[config.mk]
export PLATFORM = sky130hd
export DESIGN_NAME = keyword_number_tokenizer
export DESIGN_NICKNAME = d
export VERILOG_FILES = /design/src/hw/rtl/knt_pkg.sv /design/src/hw/rtl/knt_lexer.sv /design/src/hw/rtl/knt_outq.sv /design/src/hw/rtl/keyword_number_tokenizer.sv
export SDC_FILE = /design/constraint.sdc
export NUM_CORES = 1
export LEC_CHECK = 0
export BUFFER_PORTS_ARGS = -buffer_cell sky130_fd_sc_hd__clkbuf_2
export CELL_PAD_IN_SITES_DETAIL_PLACEMENT = 0
export CELL_PAD_IN_SITES_GLOBAL_PLACEMENT = 2
export CORE_MARGIN = 4
export CORE_UTILIZATION = 40
export DETAILED_ROUTE_END_ITERATION = 16
export GPL_TIMING_DRIVEN = 0
export HOLD_SLACK_MARGIN = 0.02
export PLACE_DENSITY_LB_ADDON = 0.1
export SYNTH_ARGS = -nofsm -noshare
export SYNTH_HDL_FRONTEND = slang
export SYNTH_SLANG_ARGS = --single-unit
[constraint.sdc]
create_clock -name clk -period 8.2 [get_ports clk]
set_clock_uncertainty 0.05 [all_clocks]
set_input_delay 1.23 -clock clk [delete_from_list [all_inputs] [get_ports clk]]
set_output_delay 1.23 -clock clk [all_outputs]
set_load 0.05 [all_outputs]
[src/hw/rtl/knt_pkg.sv]
package knt_pkg;

  localparam int VALUE_OUT_W = 31;
  localparam int LEN_OUT_W   = 8;
  localparam int QUEUE_DEPTH = 4;
  localparam int QPTR_W      = $clog2(QUEUE_DEPTH);
  localparam int QCNT_W      = $clog2(QUEUE_DEPTH + 1);

  typedef enum logic [4:0] {
    KIND_LPAREN  = 5'd0,
    KIND_RPAREN  = 5'd1,
    KIND_LBRACE  = 5'd2,
    KIND_RBRACE  = 5'd3,
    KIND_PLUS    = 5'd4,
    KIND_MINUS   = 5'd5,
    KIND_STAR    = 5'd6,
    KIND_SLASH   = 5'd7,
    KIND_PERCENT = 5'd8,
    KIND_LESS    = 5'd9,
    KIND_SEMI    = 5'd10,
    KIND_ASSIGN  = 5'd11,
    KIND_EOF     = 5'd12,
    KIND_NUMBER  = 5'd13,
    KIND_WHILE   = 5'd14,
    KIND_IF      = 5'd15,
    KIND_ELSE    = 5'd16,
    KIND_IDENT   = 5'd17,
    KIND_UNKNOWN = 5'd18
  } token_kind_t;

  typedef struct packed {
    token_kind_t            kind;
    logic [VALUE_OUT_W-1:0] value;
    logic [LEN_OUT_W-1:0]   len;
    logic                   last;
  } tok_t;

  // keyword candidate bits
  localparam int KW_WHILE = 0;
  localparam int KW_IF    = 1;
  localparam int KW_ELSE  = 2;

  function automatic logic is_digit(input logic [7:0] c);
    return c inside {["0":"9"]};
  endfunction

  function automatic logic is_letter(input logic [7:0] c);
    return c inside {["a":"z"], ["A":"Z"]};
  endfunction

  function automatic logic is_space(input logic [7:0] c);
    return c inside {" ", [8'd9:8'd13]};
  endfunction

  function automatic token_kind_t sym_kind(input logic [7:0] c);
    token_kind_t k;
    case (c)
      "(":     k = KIND_LPAREN;
      ")":     k = KIND_RPAREN;
      "{":     k = KIND_LBRACE;
      "}":     k = KIND_RBRACE;
      "+":     k = KIND_PLUS;
      "-":     k = KIND_MINUS;
      "*":     k = KIND_STAR;
      "/":     k = KIND_SLASH;
      "%":     k = KIND_PERCENT;
      "<":     k = KIND_LESS;
      ";":     k = KIND_SEMI;
      "=":     k = KIND_ASSIGN;
      default: k = KIND_UNKNOWN;
    endcase
    return k;
  endfunction

  // Which keywords still match with character c at position p (p of 7 = past all).
  function automatic logic [2:0] kw_hit(input logic [2:0] p, input logic [7:0] c);
    logic [2:0] h;
    h = 3'b000;
    case (p)
      3'd0: begin
        h[KW_WHILE] = (c == "w");
        h[KW_IF]    = (c == "i");
        h[KW_ELSE]  = (c == "e");
      end
      3'd1: begin
        h[KW_WHILE] = (c == "h");
        h[KW_IF]    = (c == "f");
        h[KW_ELSE]  = (c == "l");
      end
      3'd2: begin
        h[KW_WHILE] = (c == "i");
        h[KW_ELSE]  = (c == "s");
      end
      3'd3: begin
        h[KW_WHILE] = (c == "l");
        h[KW_ELSE]  = (c == "e");
      end
      3'd4: begin
        h[KW_WHILE] = (c == "e");
      end
      default: h = 3'b000;
    endcase
    return h;
  endfunction

endpackage

[src/hw/rtl/knt_lexer.sv]
module knt_lexer #(
  parameter int VALUE_WIDTH   = 31,
  parameter int MAX_IDENT_LEN = 255
) (
  input  logic        clk,
  input  logic        rst_n,
  input  logic        step,
  input  logic [7:0]  char_code,
  input  logic        end_of_input,
  output knt_pkg::tok_t tok0,
  output knt_pkg::tok_t tok1,
  output logic [1:0]  tok_cnt
);
  import knt_pkg::*;

  localparam int CNT_W = $clog2(MAX_IDENT_LEN + 1);
  localparam int PROD_W = VALUE_WIDTH + 4;
  localparam logic [PROD_W-1:0] VALUE_MAX = PROD_W'({VALUE_WIDTH{1'b1}});
  localparam logic [CNT_W-1:0] IDENT_MAX = CNT_W'(MAX_IDENT_LEN);

  typedef enum logic [2:0] {
    MODE_IDLE   = 3'b001,
    MODE_NUMBER = 3'b010,
    MODE_IDENT  = 3'b100
  } lex_mode_t;

  lex_mode_t              mode_r, mode_nxt;
  logic [VALUE_WIDTH-1:0] acc_r, acc_nxt;
  logic [CNT_W-1:0]       cnt_r, cnt_nxt;
  logic [2:0]             cand_r, cand_nxt;

  logic             c_digit, c_letter, c_space;
  logic             in_num, in_id, pend_valid;
  logic [PROD_W-1:0] acc_sum;
  logic [VALUE_WIDTH-1:0] acc_step;
  logic [2:0]       p_small;
  logic [2:0]       cand_step;
  logic [CNT_W-1:0] cnt_step;
  token_kind_t      id_kind;
  tok_t             pend_tok, new_tok;
  logic             emit_pend, emit_new;

  assign c_digit  = is_digit(char_code);
  assign c_letter = is_letter(char_code);
  assign c_space  = is_space(char_code);

  always_comb begin
    in_num = 1'b0;
    in_id  = 1'b0;
    case (mode_r)
      MODE_NUMBER: in_num = 1'b1;
      MODE_IDENT:  in_id  = 1'b1;
      default: begin
        in_num = 1'b0;
        in_id  = 1'b0;
      end
    endcase
  end
  assign pend_valid = in_num | in_id;

  // acc*10 + digit as shift-add, saturate on overflow
  assign acc_sum = (PROD_W'(acc_r) << 3) + (PROD_W'(acc_r) << 1) + PROD_W'(char_code[3:0]);
  assign acc_step = (acc_sum > VALUE_MAX) ? {VALUE_WIDTH{1'b1}} : acc_sum[VALUE_WIDTH-1:0];

  assign p_small   = (cnt_r > CNT_W'(7)) ? 3'd7 : cnt_r[2:0];
  assign cand_step = cand_r & kw_hit(p_small, char_code);
  assign cnt_step  = (cnt_r < IDENT_MAX) ? cnt_r + CNT_W'(1) : cnt_r;

  always_comb begin
    id_kind = KIND_IDENT;
    if (cand_r[KW_WHILE] && cnt_r == CNT_W'(5)) id_kind = KIND_WHILE;
    if (cand_r[KW_IF]    && cnt_r == CNT_W'(2)) id_kind = KIND_IF;
    if (cand_r[KW_ELSE]  && cnt_r == CNT_W'(4)) id_kind = KIND_ELSE;
  end

  always_comb begin
    pend_tok = '0;
    if (in_num) begin
      pend_tok.kind  = KIND_NUMBER;
      pend_tok.value = VALUE_OUT_W'(acc_r);
    end else begin
      pend_tok.kind = id_kind;
      pend_tok.len  = LEN_OUT_W'(cnt_r);
    end
  end

  always_comb begin
    mode_nxt  = mode_r;
    acc_nxt   = acc_r;
    cnt_nxt   = cnt_r;
    cand_nxt  = cand_r;
    emit_pend = 1'b0;
    emit_new  = 1'b0;
    new_tok   = '0;
    if (end_of_input) begin
      emit_pend    = pend_valid;
      emit_new     = 1'b1;
      new_tok.kind = KIND_EOF;
      mode_nxt     = MODE_IDLE;
      acc_nxt      = '0;
      cnt_nxt      = '0;
      cand_nxt     = 3'b111;
    end else if (in_num && c_digit) begin
      acc_nxt = acc_step;
    end else if (in_id && (c_digit || c_letter)) begin
      cnt_nxt  = cnt_step;
      cand_nxt = cand_step;
    end else begin
      emit_pend = pend_valid;
      mode_nxt  = MODE_IDLE;
      acc_nxt   = '0;
      cnt_nxt   = '0;
      cand_nxt  = 3'b111;
      if (c_digit) begin
        mode_nxt = MODE_NUMBER;
        acc_nxt  = VALUE_WIDTH'(char_code[3:0]);
      end else if (c_letter) begin
        mode_nxt = MODE_IDENT;
        cnt_nxt  = CNT_W'(1);
        cand_nxt = kw_hit(3'd0, char_code);
      end else if (!c_space) begin
        emit_new     = 1'b1;
        new_tok.kind = sym_kind(char_code);
      end
    end
  end

  always_comb begin
    tok1      = new_tok;
    tok1.last = 1'b1;
    tok0      = emit_pend ? pend_tok : new_tok;
    tok0.last = !(emit_pend && emit_new);
    tok_cnt   = {1'b0, emit_pend} + {1'b0, emit_new};
  end

  always_ff @(posedge clk) begin
    if (!rst_n) begin
      mode_r <= MODE_IDLE;
      acc_r  <= '0;
      cnt_r  <= '0;
      cand_r <= 3'b111;
    end else if (step) begin
      mode_r <= mode_nxt;
      acc_r  <= acc_nxt;
      cnt_r  <= cnt_nxt;
      cand_r <= cand_nxt;
    end
  end

endmodule

[src/hw/rtl/knt_outq.sv]
module knt_outq (
  input  logic          clk,
  input  logic          rst_n,
  input  logic [1:0]    push_cnt,
  input  knt_pkg::tok_t wr0,
  input  knt_pkg::tok_t wr1,
  input  logic          pop,
  output knt_pkg::tok_t rd,
  output logic          not_empty,
  output logic          room2
);
  import knt_pkg::*;

  tok_t              mem_r [QUEUE_DEPTH];
  logic [QPTR_W-1:0] wr_ptr_r, wr_ptr_nxt;
  logic [QPTR_W-1:0] rd_ptr_r, rd_ptr_nxt;
  logic [QCNT_W-1:0] cnt_r, cnt_nxt;
  logic              do_pop;

  assign not_empty = (cnt_r != '0);
  assign do_pop    = pop && not_empty;
  assign rd        = mem_r[rd_ptr_r];
  // room for two words counting this cycle's pop
  assign room2 = ({1'b0, cnt_r} <= (QCNT_W + 1)'(QUEUE_DEPTH - 2) + (QCNT_W + 1)'(do_pop));

  assign wr_ptr_nxt = wr_ptr_r + QPTR_W'(push_cnt);
  assign rd_ptr_nxt = rd_ptr_r + QPTR_W'(do_pop);
  assign cnt_nxt    = cnt_r + QCNT_W'(push_cnt) - QCNT_W'(do_pop);

  always_ff @(posedge clk) begin
    if (push_cnt != 2'd0) mem_r[wr_ptr_r] <= wr0;
    if (push_cnt == 2'd2) mem_r[wr_ptr_r + QPTR_W'(1)] <= wr1;
  end

  always_ff @(posedge clk) begin
    if (!rst_n) begin
      wr_ptr_r <= '0;
      rd_ptr_r <= '0;
      cnt_r    <= '0;
    end else begin
      wr_ptr_r <= wr_ptr_nxt;
      rd_ptr_r <= rd_ptr_nxt;
      cnt_r    <= cnt_nxt;
    end
  end

`ifndef SYNTH
  a_cnt_bound: assert property (@(posedge clk) disable iff (!rst_n)
    cnt_r <= QCNT_W'(QUEUE_DEPTH))
    else $error("output queue count above depth");
`endif

endmodule

[src/hw/rtl/keyword_number_tokenizer.sv]
// channel  dir  tdata                           tlast          tuser
// in_      in   [7:0] char_code                 end_of_input   -
// out_     out  [30:0] value [38:31] length     last_of_item   [4:0] kind
//
// One character word is taken per cycle; an input register feeds the lexer
// and each word yields zero, one or two token words into a 4-word queue.
// Token output runs at one word per cycle while out_tready is high, so words
// giving two tokens throttle input to the output rate. Input stalls only
// when the queue lacks room for two words. Reset (rst_n low, synchronous)
// returns the lexer to idle between tokens and empties the queue.
module keyword_number_tokenizer #(
  parameter int VALUE_WIDTH   = 31,
  parameter int MAX_IDENT_LEN = 255
) (
  input  logic        clk,
  input  logic        rst_n,
  input  logic        in_tvalid,
  output logic        in_tready,
  input  logic [7:0]  in_tdata,   // [7:0] char_code
  input  logic        in_tlast,   // end_of_input
  output logic        out_tvalid,
  input  logic        out_tready,
  output logic [39:0] out_tdata,  // [30:0] number_value, [38:31] ident_length
  output logic [4:0]  out_tuser,  // [4:0] token_kind
  output logic        out_tlast   // last_of_item
);
  import knt_pkg::*;

  logic       in_valid_r, in_valid_nxt;
  logic [7:0] in_char_r;
  logic       in_eof_r;
  logic       in_accept, adv;
  tok_t       tok0, tok1, rd;
  logic [1:0] tok_cnt;
  logic       q_not_empty, q_room2;

  assign adv       = in_valid_r && q_room2;
  assign in_tready = !in_valid_r || adv;
  assign in_accept = in_tvalid && in_tready;

  always_comb begin
    in_valid_nxt = in_valid_r;
    if (in_accept) in_valid_nxt = 1'b1;
    else if (adv)  in_valid_nxt = 1'b0;
  end

  always_ff @(posedge clk) begin
    if (!rst_n) begin
      in_valid_r <= 1'b0;
    end else begin
      in_valid_r <= in_valid_nxt;
    end
  end

  always_ff @(posedge clk) begin
    if (in_accept) begin
      in_char_r <= in_tdata;
      in_eof_r  <= in_tlast;
    end
  end

  knt_lexer #(
    .VALUE_WIDTH   (VALUE_WIDTH),
    .MAX_IDENT_LEN (MAX_IDENT_LEN)
  ) u_lexer (
    .clk          (clk),
    .rst_n        (rst_n),
    .step         (adv),
    .char_code    (in_char_r),
    .end_of_input (in_eof_r),
    .tok0         (tok0),
    .tok1         (tok1),
    .tok_cnt      (tok_cnt)
  );

  knt_outq u_outq (
    .clk       (clk),
    .rst_n     (rst_n),
    .push_cnt  (adv ? tok_cnt : 2'd0),
    .wr0       (tok0),
    .wr1       (tok1),
    .pop       (out_tready),
    .rd        (rd),
    .not_empty (q_not_empty),
    .room2     (q_room2)
  );

  assign out_tvalid = q_not_empty;
  assign out_tdata  = {1'b0, rd.len, rd.value};
  assign out_tuser  = rd.kind;
  assign out_tlast  = rd.last;

`ifndef SYNTH
  a_hold: assert property (@(posedge clk) disable iff (!rst_n)
    in_valid_r && !adv |=> in_valid_r && $stable(in_char_r) && $stable(in_eof_r))
    else $error("held input word changed or dropped");

  a_eof_token: assert property (@(posedge clk) disable iff (!rst_n)
    adv && in_eof_r |-> tok_cnt != 2'd0)
    else $error("end of input produced no token");

  a_pair: assert property (@(posedge clk) disable iff (!rst_n)
    out_tvalid && out_tready && !out_tlast |=> out_tvalid)
    else $error("second token of a word missing");
`endif

endmodule

==> out/summary.txt, run 1 <==
min-delay worst type - reg2reg
Cells after Synth - 1,242
Placed Instances - 1,697
net count after synthesis - 1,330
top cells by area, synth - dfxtp_1, a22o_1, mux4_2
worst-margin pin slew - 1.05 ns
CTS buffer count - 28
vias in the first global route - 10,300
total negative slack - 0 ns
YS warnings - 0
hold buffer count at cts - 0
startpoint types - flop
Core Area - 0.0308 sq mm
Final Setup Violations - 0
Longest Clk Path Bufs - 3
routed via count - 10,300
DR pass1 iterations - 7
GRT overflow - 0
r2r setup slk - 2.53 ns
routed wire length - 38.4 mm
CTS tree - built
P_int - 2100 uW
root buffer cell - clkbuf_16
P per Cell Area - 205 mW/mm^2
Yosys reg bits - 242
RSZ-0062 raised after global routing - false
clk sinks - 242
total track usage - 22.2%
share of the synthesized area in the top cell type - 33.8%
max-slew violations - 0
Hold Vio Cnt, Final - 0
maximum clock frequency - 176 MHz
# port buffers - 59
Combinational Power Share - 15.3%
Post-Synthesis Cell Area - 0.0126 sq mm
ANT nets after route - 0
Vias/cell - 5.91
max_slew headroom - 29.8%
GPL Wtd Cong - 0.867
outcome - finished clean
register area share after synthesis - 40.7%
DR WL/cell - 22.0 um
clock-pin slew on the worst setup and hold paths - 0.06 ns
starting density of the core - 40.9%
Initial DRC Count - 773
MaxCap Viol Count - 0
leakage - 0.00552 uW
multi-input logic area - 0.00698 sq mm
die span in y - 186 um
post-DP HPWL - 28.3 mm
Async SR Flop Fraction - 0%
period utilization - 69.1%
Crit path max-delay family - simple AND/OR/NAND/NOR gates
dominant synthesized flop cell - dfxtp_1
share of layout cells above drive strength 1 - 13.5%
CP arrival - 6.06 ns
post-CTS sizing - 0
row count - 64
synth cell count leaders - dfxtp_1, a22o_1, nor2_1
Layout Cells excl Fill - 1,748
die footprint - 0.0344 sq mm
Synth cell types - 79
switching share of power - 28.4%
Worst path max stage delay - 0.73 ns
first-pass GRT wire length - 60.8 mm
H-tree depth - 1
Nets - 1,419
fin crit period - 5.67 ns
largest net degree at the start of global routing - 16
Seq. cell area - 0.00513 sq mm
number of synthesized flops with an enable pin - 29
dominant cell type by area after synthesis - dfxtp_1
Reg power frac - 42.6%
# fillers - 3,001
Clk pwr share - 42.2%
Core Util, Final - 46.4%
Max IR drop VDD - 0.000141 V
Critical path buffers and inverters - 4
# DRC - 0
initial antenna violation count - 3
ANT cells - 0
clock latency on the worst-skew pair - 0.56 ns
Die X - 186 um
worst endpoint required time - 8.59 ns
CP max stage cell - nor3_1
most common cell in the synthesized netlist - dfxtp_1
Max FO, Critical Path - 10
Avg Cell Area, Syn - 10.1 sq um
I/O Pins - 61
area delta synth->final - 13.5%
postcts setup bufs - 0
CP Cell Sequence - nor2_1 > nand4_1 > o21a_1 > nor3_1 > or2_2 > clkbuf_1 > inv_1 > ha_1 > o21ai_1 > nor3_1 > nor2_1 > clkbuf_1 > inv_1 > o32a_1
Crit Path Category - reg2reg
Critical Path End Type - flop
switching pwr - 832 uW
[layout by cell type (no fill, tap or decap), types with 10 or more instances in the layout]
| master | count |
|---|---|
| a211oi_1 | 10 |
| a21o_1 | 12 |
| a21oi_1 | 77 |
| a22o_1 | 152 |
| and2_1 | 12 |
| clkbuf_1 | 81 |
| clkbuf_16 | 29 |
| clkbuf_2 | 59 |
| dfxtp_1 | 213 |
| edfxtp_1 | 29 |
| ha_1 | 72 |
| inv_1 | 33 |
| mux4_2 | 45 |
| nand2_1 | 75 |
| nand2b_1 | 11 |
| nand3_1 | 23 |
| nand4_1 | 14 |
| nor2_1 | 79 |
| nor3_1 | 23 |
| nor4_1 | 13 |
| o21ai_0 | 37 |
| o21ai_1 | 11 |
| o22ai_1 | 17 |
| or3_1 | 11 |
| xnor2_1 | 26 |
[power by group through the flow]
stage	logic, uW	registers [uW]	clock network [uW]
CTS	457	1250	1260
detailed placement	456	1270	0
finish	447	1250	1240
global route	491	1250	1310
global placement	456	1270	0
floorplan	334	1270	0
[metrics by stage]
stage | worst slack [ns] | power, uW | hold WS, ns | instance area (sq um)
6_report | 2.53 | 2930 | 0.421 | 14300
5_1_grt | 2.23 | 3050 | 0.433 | 14300
2_1_floorplan | 4.44 | 1600 | 0.381 | 12600
3_5_place_dp | 2.66 | 1730 | 0.406 | 13400
3_3_place_gp | 2.60 | 1730 | 0.393 | 13400
4_1_cts | 2.64 | 2960 | 0.422 | 14300
[state kept, by name, summed over array words and instances, names as in the netlist]
name and count:
u_lexer.cnt_r 8, u_outq.wr_ptr_r 2, u_lexer.cand_r 3, in_char_r 8, in_valid_r 1, u_lexer.acc_r 31
in_eof_r 1, u_lexer.mode_r 3, u_outq.rd_ptr_r 2, u_outq.cnt_r 3, u_outq.mem_r 180
[layer usage]
metal  up-vias  GRT usage (%)  routed length (um)
li1       4968              -                   -
met1      5039           32.2               18600
met2       250           35.0               17000
met3        71           3.24                1740
met4         4           5.78                1010
met5         -              0                  23
[worst paths after layout]
kind / from / to / cells past startpoint
hold reg to reg: u_outq.mem_r[1][0]$_SDFFE_PP1P_ / u_outq.mem_r[1][0]$_SDFFE_PP1P_ / 1
setup reg to reg: in_char_r[7]$_DFFE_PP_ / u_outq.mem_r[0][0]$_SDFFE_PP1P_ / 14
hold / removal: u_outq.mem_r[1][0]$_SDFFE_PP1P_ / u_outq.mem_r[1][0]$_SDFFE_PP1P_ / 1
setup / recovery: in_char_r[7]$_DFFE_PP_ / u_outq.mem_r[0][0]$_SDFFE_PP1P_ / 14
[area by class of cell]
class | count | area share (%)
multi-input combinational | 881 | 48.8
inverter | 33 | 0.866
timing repair buffer | 59 | 2.06
clock inverter | 12 | 0.979
tap | 396 | 3.46
buffer | 86 | 2.54
clock buffer | 39 | 5.40
sequential | 242 | 35.9
[logic make-up after synthesis]
| group | Yosys count | synth area share (%) |
|---|---|---|
| mux | 49 | 8.37 |
| xor+xnor | 34 | 2.36 |
| flops | 242 | 40.7 |
| other cells | 1 | 0.0298 |
| simple gates | 302 | 11.9 |
| compound gates | 420 | 25.1 |
| fa+ha+maj | 75 | 7.62 |
| buf+inv | 119 | 3.87 |
[worst reg2reg max path, delay by kind of cell (launching register included)]
kind	cells	cell delay, ns
flops	1	0.49
simple gates	6	2.14
fa+ha+maj	1	0.39
buf+inv	4	1.58
compound gates	3	0.90
Power figures use the tool's default switching activity.
==> run 2: changes to the inputs <==
--- a/config.mk
+++ b/config.mk
@@ -9,7 +9,7 @@
 export CELL_PAD_IN_SITES_DETAIL_PLACEMENT = 0
 export CELL_PAD_IN_SITES_GLOBAL_PLACEMENT = 2
 export CORE_MARGIN = 4
-export CORE_UTILIZATION = 40
+export CORE_UTILIZATION = 37
 export DETAILED_ROUTE_END_ITERATION = 16
 export GPL_TIMING_DRIVEN = 0
 export HOLD_SLACK_MARGIN = 0.02
==> constraint.sdc (replaced) <==
create_clock -name clk -period 4.9 [get_ports clk]
set_clock_uncertainty 0.05 [all_clocks]
set_input_delay 0.735 -clock clk [delete_from_list [all_inputs] [get_ports clk]]
set_output_delay 0.735 -clock clk [all_outputs]
set_load 0.05 [all_outputs]
==> run 2 against run 1 <==
  * Core utilization down 3.6 points
  * Combinational power up 71%
  * Critical path depth down 1
  * Setup slack worse by 2.3 ns
  * Sequential share of layout area down 0.13 points
  * Worst hold slack worse by 0.098 ns
  * Clock-buffer cell count down 1
  * Total power up 63%
  * Non-clock buffer count up 1
  * Flip-flop and latch count unchanged
  * Largest power group unchanged
==> out/summary.txt, run 2 (synthesis results as in run 1) <==
outcome - finished clean
CP arrival - 4.79 ns
maximum clock frequency - 215 MHz
area delta synth->final - 13.9%
Final Setup Violations - 0
max_slew headroom - 29.5%
Die X - 193 um
CTS tree - built
leakage - 0.00552 uW
routed wire length - 39.4 mm
starting density of the core - 37.6%
MaxCap Viol Count - 0
Initial DRC Count - 661
Nets - 1,420
GRT overflow - 0
worst-margin pin slew - 1.04 ns
most frequent cells in the layout - dfxtp_1, a22o_1, a21oi_1
GPL Wtd Cong - 0.869
initial antenna violation count - 1
worst endpoint required time - 5.05 ns
Design Power - 4780 uW
min-delay worst type - in2reg
root buffer cell - clkbuf_16
post-DP HPWL - 29.1 mm
commonest non-fill, non-tap cell in the layout - dfxtp_1
worst hold margin - 0.323 ns
Max FO, Critical Path - 10
ANT cells - 0
die span in y - 193 um
I/O Pins - 61
biggest regs - u_outq.mem_r x180, u_lexer.acc_r x31
total track usage - 20.9%
Core Area - 0.0335 sq mm
clock-pin slew on the worst setup and hold paths - 0.06 ns
startpoint types - flop
fin crit period - 4.64 ns
row count - 67
Vias/cell - 5.77
clk sinks - 242
clock latency on the worst-skew pair - 0.54 ns
routed via count - 10,400
vias in the first global route - 10,300
Largest Register - u_outq.mem_r
first-pass GRT wire length - 61.0 mm
RSZ-0062 raised after global routing - false
Hold Vio Cnt, Final - 0
max-slew violations - 0
Crit Path Category - reg2reg
CTS buffer count - 28
ANT nets after route - 0
largest net degree at the start of global routing - 14
Longest Clk Path Bufs - 3
share of layout cells above drive strength 1 - 14.5%
P per Cell Area - 333 mW/mm^2
DR WL/cell - 21.9 um
# port buffers - 59
# DRC - 0
DR pass1 iterations - 5
Max IR drop VDD - 0.000208 V
max FFs per register - 180
period utilization - 94.7%
H-tree depth - 1
Critical Path End Type - flop
die footprint - 0.0371 sq mm
## run 2: layout make-up
| class | instances | area, sq um |
|---|---|---|
| well taps | 448 | 561 |
| inverters | 33 | 124 |
| clock buffers | 38 | 769 |
| clock inverters | 13 | 75.1 |
| fillers | 3361 | 19200 |
| plain buffers | 86 | 372 |
| multi-input cells | 881 | 7020 |
| repair buffers | 60 | 303 |
| flip-flops and latches | 242 | 5130 |
## run 2: worst max-delay path, cell delays in order (launching register included)
cell,delay (ns)
edfxtp_1,0.47
nor2_1,0.30
nand4_1,0.24
o21a_1,0.27
nor3_4,0.33
or2_2,0.19
clkbuf_1,0.34
inv_1,0.21
ha_1,0.42
o21ai_2,0.13
nor3_1,0.55
nor2_2,0.18
clkbuf_2,0.32
inv_1,0.30
## run 2: metrics by stage
stage	TNS (ns)	util, %	area [sq um]	setup slack, ns	std cells
after floorplan	0	-	12600	1.22	1242
after global placement	-23.80	40.1	13500	-0.627	1749
after detailed placement	-32.33	40.1	13500	-0.656	1749
after CTS	0	42.7	14300	0.0437	1801
after global routing	0	42.8	14400	0.0202	1801
final	0	42.8	14400	0.259	1801
## run 2: path summary, 6_finish.rpt
kind,startpoint,to,slack (ns),cells past startpoint
hold reg to reg,u_outq.mem_r[2][0]$_SDFFE_PP1P_,u_outq.mem_r[2][0]$_SDFFE_PP1P_,0.42,1
setup / recovery,in_char_r[7]$_DFFE_PP_,u_outq.mem_r[0][42]$_DFFE_PP_,0.26,13
setup reg to reg,in_char_r[7]$_DFFE_PP_,u_outq.mem_r[0][42]$_DFFE_PP_,0.26,13
hold / removal,in_tdata[2],in_char_r[2]$_DFFE_PP_,0.32,1
## run 2: per-layer routing
layer / vias up / share of wire (%) / global-route usage, %
met4: 0 / 1.6 / 4.00
met2: 233 / 47 / 35.1
li1: 4987 / - / -
met3: 36 / 4.5 / 2.89
met1: 5130 / 47 / 28.9
met5: - / 0 / 0
## run 2: what timing repair did
action / in CTS / in global routing
hold buffers: 0 / 0
buffers inserted: 1 / 0
endpoints found under the setup margin: 162 / 154
resized for setup: 8 / 8
## run 2: report_power, final
| part | switching (uW) | internal [uW] | leakage, uW |
|---|---|---|---|
| Sequential | 34.0 | 2050 | 0.00201 |
| Clock | 823 | 1100 | 0.000412 |
| Combinational | 517 | 247 | 0.00310 |
| Total | 1370 | 3400 | 0.00552 |
==> run 3: changes to the inputs <==
--- a/config.mk
+++ b/config.mk
@@ -13,6 +13,7 @@
 export DETAILED_ROUTE_END_ITERATION = 16
 export GPL_TIMING_DRIVEN = 0
 export HOLD_SLACK_MARGIN = 0.02
+export MAX_ROUTING_LAYER = met4
 export PLACE_DENSITY_LB_ADDON = 0.1
 export SYNTH_ARGS = -nofsm -noshare
 export SYNTH_HDL_FRONTEND = slang
==> constraint.sdc (replaced) <==
create_clock -name clk -period 4.9 [get_ports clk]
set_clock_uncertainty 0.05 [all_clocks]
set_input_delay 1.47 -clock clk [delete_from_list [all_inputs] [get_ports clk]]
set_output_delay 1.47 -clock clk [all_outputs]
set_load 0.05 [all_outputs]
==> run 3 against run 2 <==
  * Sequential power about the same
  * Combinational power rose by 0.5%
  * Largest cell class unchanged
  * Critical path type unchanged
  * Final cell count did not move
  * Largest power group unchanged
  * Flip-flop and latch count stayed put
==> out/summary.txt, run 3 (synthesis results as in run 1) <==
R2R cell count - 13
max-slew violations - 0
startpoint types - flop
CTS tree - built
worst hold path depth - 1
met3 wire len - 1.81 mm
max FFs per register - 180
min-delay worst type - reg2reg
final setup margin - 0.236 ns
largest net degree at the start of global routing - 14
maximum clock frequency - 214 MHz
GRT overflow - 0
Placed Instances - 1,749
first-pass GRT wire length - 61.0 mm
Met2 Wirelength - 18.5 mm
Critical Path End Type - flop
clock-pin slew on the worst setup and hold paths - 0.06 ns
most frequent cells in the layout - dfxtp_1, a22o_1, nor2_1, a21oi_1, nand2_1
worst r2r src - in_char_r[7]$_DFFE_PP_
HP Start - u_outq.mem_r[2][0]$_SDFFE_PP1P_
starting density of the core - 37.6%
Final Setup Violations - 0
worst endpoint required time - 5.05 ns
period utilization - 95.2%
Nets - 1,420
Layout Cells excl Fill - 1,801
outcome - finished clean
worst hold margin - 0.416 ns
I/O Pins - 61
root buffer cell - clkbuf_16
routed wire length - 39.4 mm
max_slew headroom - 28.1%
die span in y - 193 um
total track usage - 21.5%
# port buffers - 59
post-DP HPWL - 29.1 mm
Initial DRC Count - 616
# fillers - 3,359
Met1 Routed Length - 18.4 mm
Top Layer Used - met4
worst-margin pin slew - 1.06 ns
clk sinks - 242
R2R Path End - u_outq.mem_r[0][42]$_DFFE_PP_
Max FO, Critical Path - 10
P per Cell Area - 333 mW/mm^2
Design Power - 4780 uW
Crit Path Category - reg2reg
Vias/cell - 5.78
initial antenna violation count - 1
ANT nets after route - 0
CP arrival - 4.82 ns
routed via count - 10,400
DR WL/cell - 21.9 um
# DRC - 0
GPL Wtd Cong - 0.883
Hold Vio Cnt, Final - 0
fin crit period - 4.66 ns
vias in the first global route - 10,300
Seq. cell area - 0.00513 sq mm
die footprint - 0.0371 sq mm
DR pass1 iterations - 5
multi-input logic area - 0.00702 sq mm
commonest non-fill, non-tap cell in the layout - dfxtp_1
share of layout cells above drive strength 1 - 14.7%
hold buffer count at cts - 0
ANT cells - 0
Die X - 193 um
row count - 67
r2r setup slk - 0.24 ns
Core Area - 0.0335 sq mm
total negative slack - 0 ns
Post-Place Worst Slack - -0.656 ns
area delta synth->final - 14.0%
leakage - 0.00553 uW
Longest Clk Path Bufs - 3
Max IR drop VDD - 0.000209 V
H-tree depth - 1
clock latency on the worst-skew pair - 0.54 ns
Largest Register - u_outq.mem_r
Hold Path End - u_outq.mem_r[2][0]$_SDFFE_PP1P_
RSZ-0062 raised after global routing - false
MaxCap Viol Count - 0
biggest regs - u_outq.mem_r x180, u_lexer.acc_r x31
CTS buffer count - 28
run 3: cell count changes in the layout (fill, tap and decap cells not counted):
cell,previous run,this run
buf_1,3,1
clkbuf_2,65,67
a21oi_2,2,3
a21oi_1,77,76
run 3: worst max path at each step:
stage	from	cells after the start	slack [ns]	endpoint
after floorplan	out_tready	5	0.82	in_tready
after global placement	in_char_r[7]$_DFFE_PP_	14	-0.63	u_outq.mem_r[0][0]$_SDFFE_PP1P_
after detailed placement	in_char_r[7]$_DFFE_PP_	14	-0.66	u_outq.mem_r[0][0]$_SDFFE_PP1P_
after CTS	u_outq.rd_ptr_r[0]$_SDFF_PN0_	4	0.03	out_tdata[3]
after global routing	u_outq.rd_ptr_r[0]$_SDFF_PN0_	4	0.01	out_tdata[17]
final	in_char_r[7]$_DFFE_PP_	13	0.24	u_outq.mem_r[0][42]$_DFFE_PP_
run 3: final cells by class:
type                       instances  share of cell area, %
tap                              448                   3.90
clock inverter                    13                  0.523
inverter                          33                  0.862
clock buffer                      38                   5.36
buffer                            86                   2.60
timing repair buffer              60                   2.11
multi-input combinational        881                   48.9
sequential                       242                   35.7
run 3: critical path, cell delays in order (launching register included):
cell and delay (ns):
edfxtp_1 0.48, nor2_1 0.30, nand4_1 0.24, o21a_1 0.27, nor3_4 0.33, or2_2 0.19, clkbuf_1 0.34, inv_1 0.20
ha_1 0.42, o21ai_2 0.12, nor3_1 0.56, nor2_2 0.19, clkbuf_2 0.33, inv_1 0.30
run 3: power by group:
group          total, uW  internal [uW]  leakage [uW]  switching [uW]
registers           2090           2050       0.00201            35.8
clock network       1920           1100      0.000412             823
logic                768            249       0.00310             519
run 3: timing repair:
item,4_1_cts,5_1_grt
hold endpoints to repair,0,0
gates resized for setup,8,13
setup buffers,1,0
pin swaps,0,0
cloned,0,0
endpoints found under the setup margin,162,177
run 3: metal layers:
| metal | up-vias | global-route usage [%] |
|---|---|---|
| met5 | - | - |
| met2 | 226 | 35.2 |
| li1 | 4987 | - |
| met4 | 0 | 4.00 |
| met3 | 42 | 2.86 |
| met1 | 5148 | 29.0 |
run 3: stage by stage:
step	util, %	instance area (sq um)
finish	42.8	14400
floorplan	-	12600
CTS	42.7	14300
detailed placement	40.1	13500
global route	42.8	14400
global placement	40.1	13500
